$ cat src/rtl/stack_with_max_tracking_macros.svh
// Assertion macros for the max-tracking stack.
`ifndef STACK_WITH_MAX_TRACKING_MACROS_SVH
`define STACK_WITH_MAX_TRACKING_MACROS_SVH

`ifndef SYNTHESIS

// cond must hold at every clock edge outside reset
`define SMT_ASSERT_ALWAYS(label, clk, rst_n, cond) \
    label: assert property (@(posedge clk) disable iff (!rst_n) (cond)) \
        else $error("invariant violated");

// ante in one cycle implies cons in the next
`define SMT_ASSERT_NEXT(label, clk, rst_n, ante, cons) \
    label: assert property (@(posedge clk) disable iff (!rst_n) (ante) |=> (cons)) \
        else $error("next-cycle check failed");

`else

`define SMT_ASSERT_ALWAYS(label, clk, rst_n, cond)
`define SMT_ASSERT_NEXT(label, clk, rst_n, ante, cons)

`endif

`endif

$ cat src/rtl/smt_pkg.sv
// Shared constants and types for the max-tracking stack.
`default_nettype none

package smt_pkg;

    localparam int STACK_DEPTH = 64;
    localparam int VALUE_WIDTH = 32;
    localparam int ADDR_W      = $clog2(STACK_DEPTH);
    localparam int CNT_W       = $clog2(STACK_DEPTH + 1);

    typedef enum logic {
        OP_PUSH = 1'b0,
        OP_POP  = 1'b1
    } t_op;

    typedef enum logic [1:0] {
        ST_OK        = 2'd0,
        ST_UNDERFLOW = 2'd1,
        ST_OVERFLOW  = 2'd2
    } t_status;

    typedef enum logic {
        S_IDLE,
        S_EXEC
    } t_state;

    typedef struct packed {
        logic                          opcode;
        logic signed [VALUE_WIDTH-1:0] push_value;
    } t_in_item;

    typedef struct packed {
        logic signed [VALUE_WIDTH-1:0] popped_value;
        logic signed [VALUE_WIDTH-1:0] max_value;
        logic                          is_empty;
        logic [CNT_W-1:0]              depth_now;
        t_status                       status;
    } t_out_item;

    // one entry of the maximum stack
    typedef struct packed {
        logic signed [VALUE_WIDTH-1:0] value;
        logic [CNT_W-1:0]              count;
    } t_max_pair;

    // write-back and pointer update from the execute logic
    typedef struct packed {
        logic                   elem_we;
        logic [ADDR_W-1:0]      elem_waddr;
        logic [VALUE_WIDTH-1:0] elem_wdata;
        logic                   max_we;
        logic [ADDR_W-1:0]      max_waddr;
        t_max_pair              max_wdata;
        logic [CNT_W-1:0]       elem_top;
        logic [CNT_W-1:0]       max_top;
    } t_upd;

endpackage

`default_nettype wire

$ cat src/rtl/smt_elem_mem.sv
// Element memory: one write port, one registered read port.
`default_nettype none

module smt_elem_mem (
    input  wire logic                           i_clk,
    input  wire logic                           i_we,
    input  wire logic [smt_pkg::ADDR_W-1:0]     i_waddr,
    input  wire logic [smt_pkg::VALUE_WIDTH-1:0] i_wdata,
    input  wire logic                           i_re,
    input  wire logic [smt_pkg::ADDR_W-1:0]     i_raddr,
    output logic      [smt_pkg::VALUE_WIDTH-1:0] o_rdata
);
    import smt_pkg::*;

    logic [VALUE_WIDTH-1:0] r_mem [STACK_DEPTH];
    logic [VALUE_WIDTH-1:0] r_rdata;

    always_ff @(posedge i_clk) begin
        if (i_we) begin
            r_mem[i_waddr] <= i_wdata;
        end
    end

    always_ff @(posedge i_clk) begin
        if (i_re) begin
            r_rdata <= r_mem[i_raddr];
        end
    end

    assign o_rdata = r_rdata;

endmodule

`default_nettype wire

$ cat config.mk
export PLATFORM = sky130hd
export DESIGN_NAME = smt_elem_mem
export DESIGN_NICKNAME = d
export VERILOG_FILES = /design/src/rtl/stack_with_max_tracking_macros.svh /design/src/rtl/smt_pkg.sv /design/src/rtl/smt_elem_mem.sv
export SDC_FILE = /design/constraint.sdc
export NUM_CORES = 2
export LEC_CHECK = 0
export ABC_AREA = 1
export ABC_CLOCK_PERIOD_IN_PS = 8400
export BUFFER_PORTS_ARGS = -buffer_cell sky130_fd_sc_hd__buf_4
export CORE_ASPECT_RATIO = 1.4
export CORE_MARGIN = 2
export CORE_UTILIZATION = 55
export DETAILED_ROUTE_END_ITERATION = 10
export PLACE_DENSITY = 0.71
export SLEW_MARGIN = 20
export SYNTH_ARGS = -nofsm -noshare
export SYNTH_HDL_FRONTEND = slang
export SYNTH_SLANG_ARGS = --single-unit
$ cat constraint.sdc
create_clock -name i_clk -period 8.4 [get_ports i_clk]
set_input_delay 1.68 -clock i_clk [delete_from_list [all_inputs] [get_ports i_clk]]
set_output_delay 1.68 -clock i_clk [all_outputs]
set_load 0.01 [all_outputs]
Word level (Yosys, flattened, before mapping)
Memories as Yosys holds them, arrays and structs flattened. A register that Yosys moved wholly into a read port is not among the register bits.
Cells that the tools add are included.

word-level totals
  RAM bits = 2048
  memories kept = 1
  input bits = 47
  flip-flop bits (word level) = 0
  logic and storage cells = 3

cells by class
  mux-type cells = 2

memory list
  memory  words  bits a word  rd ports  clocked after Yosys merged registers in  wr ports  RTL line            text
  r_mem   64     32           1         1                                        1         smt_elem_mem.sv:15  logic [VALUE_WIDTH-1:0] r_mem [STACK_DEPTH];

operators by type and width
  operator  number
  $mux 1    2

Logic depth before layout (Yosys ltp)
  word-level depth = 2
  mapped depth = 13
  mapped depth without buffers = 9

Least setup slack after synthesis
Ideal clock, no wire load.

  path kind = input -> register
  start = in i_we
  end = mem r_mem[48][0] (enable)
  arrival = 5.308 ns
  required time = 7.898 ns
  setup time = 0.502 ns
  cell stages on the path = 3
  slack = 2.590 ns
  cells stage by stage = clkbuf_1 nand4_1 nor4_1

between the ends
  longest elaborated chain between the ends = 2

RTL lines
  item                          RTL line            text
  from (decl)                   smt_elem_mem.sv:6   input wire logic i_we,
  $mux 1                        smt_elem_mem.sv:19  if (i_we) begin
  $mux 1 (implied by the code)  smt_elem_mem.sv:20  r_mem[i_waddr] <= i_wdata;
  to (decl)                     smt_elem_mem.sv:15

Every way passes these cells.

==> impl_metrics.py <==
metrics = {
    "hold_path": {
        "hp-class": "flop to flop",
        "hp-start": "r_mem[6][17]$_DFFE_PP_",
        "hold_depth": 8,
        "whs_endpoint": "o_rdata[17]$_DFFE_PP_",
    },
    "routing": {
        "firstDrtPassIters": 8,
        "drt_iter0_drc": 8274,
        "drt_wl_total_um": 238000,
        "post-route-drc-count": 0,
        "ant_nets": 0,
        "via_count": 55200,
        "wl_per_cell_um": 27.2,
        "vias_per_cell": 6.28,
    },
    "timing": {
        "setup_viol": 0,
        "slew_headroom_pct": 25.0,
        "report.final.hold_viol_count": 0,
        "rsz0062_at_grt": "no",
        "fin_ws_ns": 3.89,
        "fin_crit_ns": 4.51,
        "hold_slack_ns": 0.869,
        "fin_skew_ns": 0.0343,
        "tightest_slew_ns": 1.12,
        "max_freq_mhz": 222,
        "fin_setup_tns_ns": 0,
        "period_share_pct": 53.7,
        "slew_viol_final": 0,
    },
    "synthesis": {
        "synth_cells": 6769,
        "synth_seq_cells": 2080,
        "synth-compound-area-share_pct": 0,
        "ys_warn_count": 0,
        "synth_flop_cell": "edfxtp_1",
        "ys_top_cells_by_count": "nand2_1 (2248), edfxtp_1 (2080), nand3_1 (1907)",
        "synth_nets": 6816,
        "netlist_area_um2": 83100,
        "yosysTopAreaCell": "edfxtp_1",
        "synth-xor-area-share_pct": 0,
        "synth.area.top_cells": "edfxtp_1 (75%), nand3_1 (11%), nand2_1 (10%)",
        "yosys.area_share.simple_pct": 22.0,
        "synth_top_family_by_area": "simple AND/OR/NAND/NOR gates",
        "yosysTopAreaCellShare_pct": 75.2,
        "synth_mux_area_share_pct": 0,
        "yosysMostFrequentCell": "nand2_1",
        "synth_cell_types": 15,
        "ys_seq_area_share_pct": 75.2,
        "synthAdderAreaFrac_pct": 0,
        "synth_area_per_cell_um2": 12.3,
        "synthArstFlopShare_pct": 0,
        "synth_edf_count": 2080,
    },
    "critical_path": {
        "startpoint_type": "input port",
        "rr_startpoint": "r_mem[23][30]$_DFFE_PP_",
        "reg2reg_depth": 8,
        "r2r_slack_ns": 6.33,
        "crit_type": "input port to flop",
        "crit_fanout": 90,
        "regToRegEndpoint": "o_rdata[30]$_DFFE_PP_",
        "worstPathArrival_ns": 5.07,
        "cp.required_ns": 8.96,
        "cp-end-kind": "flop",
    },
    "pwr": {
        "p_per_area_nw_per_um2": 230,
        "power.leakage_nw": 31.6,
        "ir_drop_mv": 0.230,
    },
    "layout": {
        "drive_above_1_share_pct": 7.04,
        "area_growth_pct": 9.52,
        "nFillCells": 11100,
        "final_util_pct": 60.7,
        "fin_nets": 6727,
    },
    "clock_network": {
        "cts_hold_buffers": 0,
        "cts_resized": 0,
        "cts.path.max_buffers": 3,
        "clock_sinks": 2080,
        "numCtsBuffers": 179,
        "cts-root-buf": "clkbuf_16",
        "cts_tree": "yes",
        "cts_setup_buffers": 0,
        "cts_htree_levels": 4,
        "path_clk_slew_ns": 0.06,
        "clock_latency_ns": 0.85,
    },
    "grt": {
        "grt_start_max_net_pins": 200,
        "antenna_found_initial": 5,
        "grt_pass1_vias": 53000,
        "grt_pass1_wl_um": 344000,
        "grt_overflow": 0,
        "globalRouteTotalUtil_pct": 30.5,
    },
    "floorplanning": {
        "core-area_um2": 150000,
        "rows": 168,
        "io_pins": 79,
        "die_h_um": 464,
        "start_util_pct": 55.4,
        "die_w_um": 332,
        "dieArea_um2": 154000,
    },
    "placed_design": {
        "dp_slack_ns": 3.17,
        "hpwl_um": 119000,
        "io_buffers": 78,
        "gp_congestion": 0.861,
    },
    "flow_run": {
        "cap_violations": 0,
    },
    "outcome": {
        "status": "finished, final reports clean",
    },
}
==> per-layer routing <==
| layer | track usage (%) | share of wire [%] |
|---|---|---|
| met5 | 0 | 0.018 |
| met4 | 15.9 | 5.4 |
| met3 | 6.16 | 12 |
| met2 | 49.2 | 47 |
| met1 | 39.3 | 35 |
==> cell families after synthesis <==
family	Yosys count
flops	2080
buf+inv	461
simple gates	4228
==> where the power goes <==
| part | leakage [nW] | internal (mW) | switching [mW] | total (mW) |
|---|---|---|---|---|
| sequential | 18.7 | 11.5 | 0.0385 | 11.5 |
| clock | 2.71 | 4.38 | 3.69 | 8.07 |
| combinational | 10.2 | 0.299 | 1.02 | 1.31 |
| total | 31.6 | 16.2 | 4.74 | 20.9 |
==> worst max-delay path: stages <==
cell     delay (ns)
buf_8          0.55
buf_4          0.74
buf_4          0.80
nand3_1        0.16
nand3_1        0.15
nand3_1        0.11
nand3_1        0.12
nand2_1        0.07
nand2_1        0.38
nand2_1        0.13
==> sequential cells by signal, indices dropped and copies added (netlist names) <==
name and flops:
r_mem 2048, o_rdata 32
==> worst max-delay path by stage <==
stage | from | end | slack [ns] | cells past startpoint
floorplan | i_we | r_mem[48][0]$_DFFE_PP_ | 2.59 | 3
global placement | i_raddr[1] | o_rdata[9]$_DFFE_PP_ | 3.23 | 10
detailed placement | i_raddr[1] | o_rdata[30]$_DFFE_PP_ | 3.17 | 10
CTS | i_raddr[1] | o_rdata[30]$_DFFE_PP_ | 4.02 | 10
global route | i_raddr[1] | o_rdata[30]$_DFFE_PP_ | 3.89 | 10
finish | i_raddr[1] | o_rdata[30]$_DFFE_PP_ | 3.89 | 10
==> cell type report <==
type                       count  area [µm²]  area share, %
antenna                        2        5.00        0.00550
clock buffer                 231        4720           5.19
clock inverter                89         902          0.992
inverter                      12        83.8         0.0922
multi-input combinational   4228       18800           20.6
sequential                  2080       62500           68.7
tap                         1955        2450           2.69
timing repair buffer         179        1580           1.74
==> layout by cell type, fill, tap and decap left out, types with 2 or more instances in the layout <==
| master | n |
|---|---|
| nor4_2 | 8 |
| inv_8 | 3 |
| nor2_4 | 56 |
| nand2_1 | 2248 |
| clkinvlp_4 | 5 |
| inv_16 | 6 |
| diode_2 | 2 |
| clkinv_1 | 39 |
| clkinv_2 | 18 |
| inv_1 | 6 |
| nand4_1 | 9 |
| clkinv_8 | 5 |
| nand3_1 | 1907 |
| clkbuf_1 | 50 |
| buf_12 | 17 |
| edfxtp_1 | 2080 |
| inv_6 | 2 |
| inv_2 | 2 |
| clkbuf_16 | 181 |
| buf_4 | 158 |
| buf_8 | 3 |
| bufinv_16 | 13 |
==> per-stage QoR <==
stage / power (mW) / cell area (µm²) / cells
after floorplan: 12.5 / 83100 / 6769
final: 20.9 / 91000 / 8776
after global routing: 21.4 / 91000 / 8775
after detailed placement: 13.1 / 85300 / 8454
after CTS: 20.9 / 91000 / 8774
after global placement: 13.0 / 85300 / 8454
Note: power is estimated with default switching activity, not from simulation.
