## config.mk

```make
export PLATFORM = sky130hd
export DESIGN_NAME = smt_exec
export DESIGN_NICKNAME = d
export VERILOG_FILES = /design/src/rtl/stack_with_max_tracking_macros.svh /design/src/rtl/smt_pkg.sv /design/src/rtl/smt_exec.sv
export SDC_FILE = /design/constraint.sdc
export NUM_CORES = 1
export LEC_CHECK = 0
export BUFFER_PORTS_ARGS = -buffer_cell sky130_fd_sc_hd__clkbuf_2
export CORE_AREA = 5 5 125 127
export DETAILED_ROUTE_END_ITERATION = 7
export DIE_AREA = 0 0 130 132
export GPL_TIMING_DRIVEN = 0
export PLACE_DENSITY = 0.64
export REMOVE_ABC_BUFFERS = 1
export SLEW_MARGIN = 30
export SYNTH_ARGS = -nofsm -noshare
export SYNTH_HDL_FRONTEND = slang
export SYNTH_SLANG_ARGS = --single-unit
```

## constraint.sdc

```tcl
create_clock -name vclk -period 3
set_input_delay 0.15 -clock vclk [all_inputs]
set_output_delay 0.15 -clock vclk [all_outputs]
set_load 0.05 [all_outputs]
```

## src/rtl/stack_with_max_tracking_macros.svh

```systemverilog
// Assertion macros for the max-tracking stack.
`ifndef STACK_WITH_MAX_TRACKING_MACROS_SVH
`define STACK_WITH_MAX_TRACKING_MACROS_SVH

`ifndef SYNTHESIS

// cond must hold at every clock edge outside reset
`define SMT_ASSERT_ALWAYS(label, clk, rst_n, cond) \
    label: assert property (@(posedge clk) disable iff (!rst_n) (cond)) \
        else $error("invariant violated");

// ante in one cycle implies cons in the next
`define SMT_ASSERT_NEXT(label, clk, rst_n, ante, cons) \
    label: assert property (@(posedge clk) disable iff (!rst_n) (ante) |=> (cons)) \
        else $error("next-cycle check failed");

`else

`define SMT_ASSERT_ALWAYS(label, clk, rst_n, cond)
`define SMT_ASSERT_NEXT(label, clk, rst_n, ante, cons)

`endif

`endif

```

## src/rtl/smt_pkg.sv

```systemverilog
// Shared constants and types for the max-tracking stack.
`default_nettype none

package smt_pkg;

    localparam int STACK_DEPTH = 64;
    localparam int VALUE_WIDTH = 32;
    localparam int ADDR_W      = $clog2(STACK_DEPTH);
    localparam int CNT_W       = $clog2(STACK_DEPTH + 1);

    typedef enum logic {
        OP_PUSH = 1'b0,
        OP_POP  = 1'b1
    } t_op;

    typedef enum logic [1:0] {
        ST_OK        = 2'd0,
        ST_UNDERFLOW = 2'd1,
        ST_OVERFLOW  = 2'd2
    } t_status;

    typedef enum logic {
        S_IDLE,
        S_EXEC
    } t_state;

    typedef struct packed {
        logic                          opcode;
        logic signed [VALUE_WIDTH-1:0] push_value;
    } t_in_item;

    typedef struct packed {
        logic signed [VALUE_WIDTH-1:0] popped_value;
        logic signed [VALUE_WIDTH-1:0] max_value;
        logic                          is_empty;
        logic [CNT_W-1:0]              depth_now;
        t_status                       status;
    } t_out_item;

    // one entry of the maximum stack
    typedef struct packed {
        logic signed [VALUE_WIDTH-1:0] value;
        logic [CNT_W-1:0]              count;
    } t_max_pair;

    // write-back and pointer update from the execute logic
    typedef struct packed {
        logic                   elem_we;
        logic [ADDR_W-1:0]      elem_waddr;
        logic [VALUE_WIDTH-1:0] elem_wdata;
        logic                   max_we;
        logic [ADDR_W-1:0]      max_waddr;
        t_max_pair              max_wdata;
        logic [CNT_W-1:0]       elem_top;
        logic [CNT_W-1:0]       max_top;
    } t_upd;

endpackage

`default_nettype wire

```

## src/rtl/smt_exec.sv

```systemverilog
// Execute logic: read-modify-write decision and result for one push or pop.
`default_nettype none

module smt_exec (
    input  wire smt_pkg::t_in_item          i_item,
    input  wire logic [smt_pkg::CNT_W-1:0]  i_elem_top,
    input  wire logic [smt_pkg::CNT_W-1:0]  i_max_top,
    input  wire logic [smt_pkg::VALUE_WIDTH-1:0] i_elem_rd,
    input  wire smt_pkg::t_max_pair         i_max_rd_top,
    input  wire smt_pkg::t_max_pair         i_max_rd_below,
    output smt_pkg::t_upd                   o_upd,
    output smt_pkg::t_out_item              o_result
);
    import smt_pkg::*;

    logic                          w_full;
    logic                          w_empty;
    logic                          w_has_max;
    logic signed [VALUE_WIDTH-1:0] w_x;
    logic signed [VALUE_WIDTH-1:0] w_m;
    logic [CNT_W-1:0]              w_cnt;
    logic [CNT_W-1:0]              w_max_dec;
    logic signed [VALUE_WIDTH-1:0] w_max_cand;

    assign w_full    = (i_elem_top == CNT_W'(STACK_DEPTH));
    assign w_empty   = (i_elem_top == '0);
    assign w_has_max = (i_max_top != '0);
    assign w_x       = i_item.push_value;
    assign w_m       = i_max_rd_top.value;
    assign w_cnt     = i_max_rd_top.count;
    assign w_max_dec = i_max_top - CNT_W'(1);

    always_comb begin
        o_upd              = '0;
        o_upd.elem_top     = i_elem_top;
        o_upd.max_top      = i_max_top;
        o_result           = '0;
        o_result.status    = ST_OK;
        w_max_cand         = w_m;

        if (i_item.opcode == OP_PUSH) begin
            if (w_full) begin
                o_result.status = ST_OVERFLOW;
            end else begin
                o_upd.elem_we    = 1'b1;
                o_upd.elem_waddr = i_elem_top[ADDR_W-1:0];
                o_upd.elem_wdata = w_x;
                o_upd.elem_top   = i_elem_top + CNT_W'(1);
                if (!w_has_max) begin
                    // first element: open the maximum stack
                    o_upd.max_we          = 1'b1;
                    o_upd.max_waddr       = '0;
                    o_upd.max_wdata.value = w_x;
                    o_upd.max_wdata.count = CNT_W'(1);
                    o_upd.max_top         = CNT_W'(1);
                    w_max_cand            = w_x;
                end else if (w_x == w_m) begin
                    o_upd.max_we          = 1'b1;
                    o_upd.max_waddr       = w_max_dec[ADDR_W-1:0];
                    o_upd.max_wdata.value = w_m;
                    o_upd.max_wdata.count = w_cnt + CNT_W'(1);
                end else if (w_x > w_m && i_max_top < CNT_W'(STACK_DEPTH)) begin
                    // new, larger maximum
                    o_upd.max_we          = 1'b1;
                    o_upd.max_waddr       = i_max_top[ADDR_W-1:0];
                    o_upd.max_wdata.value = w_x;
                    o_upd.max_wdata.count = CNT_W'(1);
                    o_upd.max_top         = i_max_top + CNT_W'(1);
                    w_max_cand            = w_x;
                end
            end
        end else begin
            if (w_empty) begin
                o_result.status = ST_UNDERFLOW;
            end else begin
                o_upd.elem_top        = i_elem_top - CNT_W'(1);
                o_result.popped_value = i_elem_rd;
                if (w_has_max && i_elem_rd == w_m) begin
                    if (w_cnt <= CNT_W'(1)) begin
                        // last copy of the maximum leaves: fall back to the pair below
                        o_upd.max_top = w_max_dec;
                        w_max_cand    = i_max_rd_below.value;
                    end else begin
                        o_upd.max_we          = 1'b1;
                        o_upd.max_waddr       = w_max_dec[ADDR_W-1:0];
                        o_upd.max_wdata.value = w_m;
                        o_upd.max_wdata.count = w_cnt - CNT_W'(1);
                    end
                end
            end
        end

        o_result.is_empty  = (o_upd.elem_top == '0);
        o_result.depth_now = o_upd.elem_top;
        o_result.max_value = (o_upd.elem_top == '0) ? '0 : w_max_cand;
    end

endmodule

`default_nettype wire

```

# --- Word level (Yosys, flattened, before mapping) ---
# Cells that the tools add are included.
# W data, S select, Z words.
totals:
  elab_cells: 45
  input_bits: 157
  register_bits: 0
classes:
  n_mux: 28
  eq_ne: 3
  order_cmp: 3
  reduce_logical: 5
  add_sub_neg: 6
ops:
  columns: ["operator", "n"]
  rows:
  - ["$mux W32", 11]
  - ["$mux W46", 5]
  - ["$mux W60", 2]
  - ["$mux W99", 1]
  - ["$eq A32 B32 Y1", 2]
  - ["$mux W39", 1]
  - ["$mux W7", 5]
  - ["$gt A32 B32 Y1", 1]
  - ["$add A7 B1 Y7 const B", 3]
  - ["$sub A7 B1 Y7 const B", 3]
  - ["$logic_not A7 Y1", 2]
  - ["$eq A7 B7 Y1 const B", 1]
  - ["$le A7 B1 Y1 const B", 1]
  - ["$lt A7 B7 Y1 const B", 1]
  - ["$reduce_bool A7 Y1", 1]
  - ["$mux W2", 2]
  - ["$logic_and A1 B1 Y1", 2]
  - ["$mux W1", 1]

# --- Depth between registers and ports, before layout ---
logic_depth:
  word_depth: 9
  depth_mapped: 14
  mapped_depth_nobuf: 12

# --- Least setup slack after synthesis ---
# Ideal clock, no wire load.
synth_timing:
  kind: "input to output"
  from: "input i_elem_top[0] in the netlist's numbering"
  to: "output o_result[32] in the netlist's numbering"
  arrival_ns: 4.116
  required_ns: 2.850
  slack_ns: -1.266
  stages: 13
  cell_sequence: "inv_1 ha_1 nor3b_2 and3_1 buf_2 inv_2 nand2_2 inv_2 a221oi_1 a31oi_1 nor4_2 buf_2 nor3_1"
synth_rtl:
  columns: ["element", "line_no", "text"]
  rows:
  - ["from (decl)", "smt_exec.sv:6", "input wire logic [smt_pkg::CNT_W-1:0] i_elem_top,"]
  - ["to (decl)", "smt_exec.sv:12", "output smt_pkg::t_out_item o_result"]

==> metrics.txt <==
Antenna Diode Count=0; largest net degree at the start of global routing=65; Post-Synth Adder-Cell Area=0.140; unrepaired setup endpoints after global routing=true; via count=6832; Synth-to-Final Area Change=128%; post-DR vias/cell=5.76; Post-Place Setup Slack=-1.33 ns; drt total wl=27100 µm; Final WS setup=-0.276 ns; Placed Cells=1102; largest family of logic cells by synthesized area=simple AND/OR/NAND/NOR gates; Synth Instances=637; PwrDens=213 nW/µm²; core area=14300 µm²; GR Util All Layers=0.267; endpoints failing hold=0; IO buf count=323; sequential cells=0; DRC Markers=0; Initial Util=0.269; CP Launch Type=input pin; die width=130 µm; Req. time, crit path=2.85 ns; die area=17200 µm²; Max-Cap Viols=0; layout cells sized above 1=0.580; sequential area share after synthesis=0; CP peak stage delay=0.61 ns; routability cong.=0.885; average cell area after synthesis=6.04 µm²; hold crit path type=input pin to primary output; worst slew pin tran=0.722 ns; most instantiated library cell after synthesis=and3_1; post-route setup TNS=-8.31 ns; XOR/XNOR share of the synthesized area=0.0865; fin crit share=1.09; antenna-violating nets left=0; crit-path cells=buf_2, ha_4, nand4_1, or4_4, or2_4, a32oi_4, o211ai_4, a31oi_4, buf_6, buf_8, buf_16, o22ai_4, nor3_2, clkbuf_8; Sw Ratio=0.630; Slew Limit Headroom=0.516; Synth top area share=0.140; Synth Area in Simple Gates=0.403; routed len/inst=22.9 µm; P_sw=1.18 mW; global route overflow=0; Final setup violation count=69; Clk pwr share=0; Synth Warn #=0; Critical Path Slowest Stage Cell=or4_4; Die H=132 µm; register area=0 µm²; Seq pwr share=0; Multi-input gate area=4640 µm²; Max Slew Vio Count=0; global-route wire length before repair=36500 µm; Post-Syn Area=3850 µm²; compound-gate portion of the synthesized area=0.238; vias in the first global route=6484; kind of critical path=input pin to primary output; DPL Wire Length=17400 µm; status=complete, but fails checks; CP Buf/Inv Count=5; initial antenna violation count=0; Crit path max-delay family=simple AND/OR/NAND/NOR gates; failing checks=negative setup slack; CP Capture Type=primary output; final non-filler cell total=1186; IO Pins=330; synth top area cells=ha_1 14%, and3_1 12%, xor2_1 6.6%, nand2_1 5.8%, nor2_1 5.8%; Worst VDD drop=0.142 mV; final core occ=0.613; leakage=4.24 nW; Worst Path Arrival=3.13 ns; fmax=305 MHz; cell taking the most area after synthesis=ha_1; layout filler cell count=1195; post-synth cell types=55; crit path max fanout=5; top cells by count, synth=72 x and3_1, 59 x nand2_1, 59 x nor2_1; Min Clock Period, post-route=3.28 ns; Final #Nets=1204; Pre-antenna DRT Iters=6; combinational power share=1.000; post-synthesis mux area share=0.0241; Int Power=0.691 mW; Clock buffer cells=0; Core Rows=44; DRT iter0 DRCs=423
[per-layer routing]
| layer | up-vias | track usage | routed length [µm] |
|---|---|---|---|
| met5 | - | 0 | 0 |
| met4 | 0 | 0.0814 | 1390 |
| met3 | 100 | 0.0397 | 2370 |
| met2 | 451 | 0.491 | 13600 |
| met1 | 3240 | 0.314 | 9740 |
| li1 | 3041 | - | - |
[cell type report]
type               instances  share of cell area
multi-input cells        538               0.529
inverters                 47              0.0282
repair inverters           2             0.00185
repair buffers           415               0.415
well taps                184              0.0262
[worst paths after layout]
kind | from | endpoint | depth (start not counted)
min | i_max_rd_top[34] | o_upd[48] | 4
max | i_item[24] | o_result[24] | 14
[logic make-up (layout without fill, tap and decap cells)]
family	count (synthesis)	after routing
buffers and inverters	99	464
AOI/OAI and AO/OA	148	148
xor gates and xnor gates	38	38
adders and majority gates	43	43
and+or+nand+nor	300	300
muxes	9	9
[repair_timing]
action                     in CTS  in global routing
pin swaps                      43                 42
cloned                          8                  1
setup buffers                  62                 20
setup endpoints to repair      90                 85
gates resized for setup       365                206
hold buffers                    0                  0
[metrics by stage]
| stage | hold WS [ns] | cell area [µm²] | power [mW] |
|---|---|---|---|
| after global routing | 0.682 | 8770 | 1.95 |
| after floorplan | 0.472 | 3610 | 0.888 |
| after CTS | 0.688 | 7920 | 1.68 |
| after global placement | 0.732 | 5450 | 1.32 |
| final | 0.672 | 8770 | 1.87 |
| after detailed placement | 0.735 | 5670 | 1.35 |
[cell usage in the layout, fill, tap and decap left out, drive strengths merged, types with 3 or more instances in the layout]
master and count:
clkbuf 261, buf 154, and3 72, nand2 60, nor2 59, inv 46, o21ai 45, ha 43
nor3 40, o22ai 34, a21oi 30, xor2 29, nand3 14, a31oi 12, nor4 11, nand4 10
xnor2 9, nor2b 8, mux2i 7, nand2b 7, a221oi 5, or4 5, or3 4, a311oi 3
[power by group through the flow]
stage	clock network (mW)	registers, mW	logic, mW
floorplan	0	0	0.888
global placement	0	0	1.32
detailed placement	0	0	1.35
CTS	0	0	1.68
global route	0	0	1.95
finish	0	0	1.87
[tightest hold or removal path: cells and delay by family]
| kind | cells | cell delay, ns |
|---|---|---|
| buf+inv | 3 | 0.31 |
| compound gates | 1 | 0.06 |
Note: power is estimated with default switching activity, not from simulation.
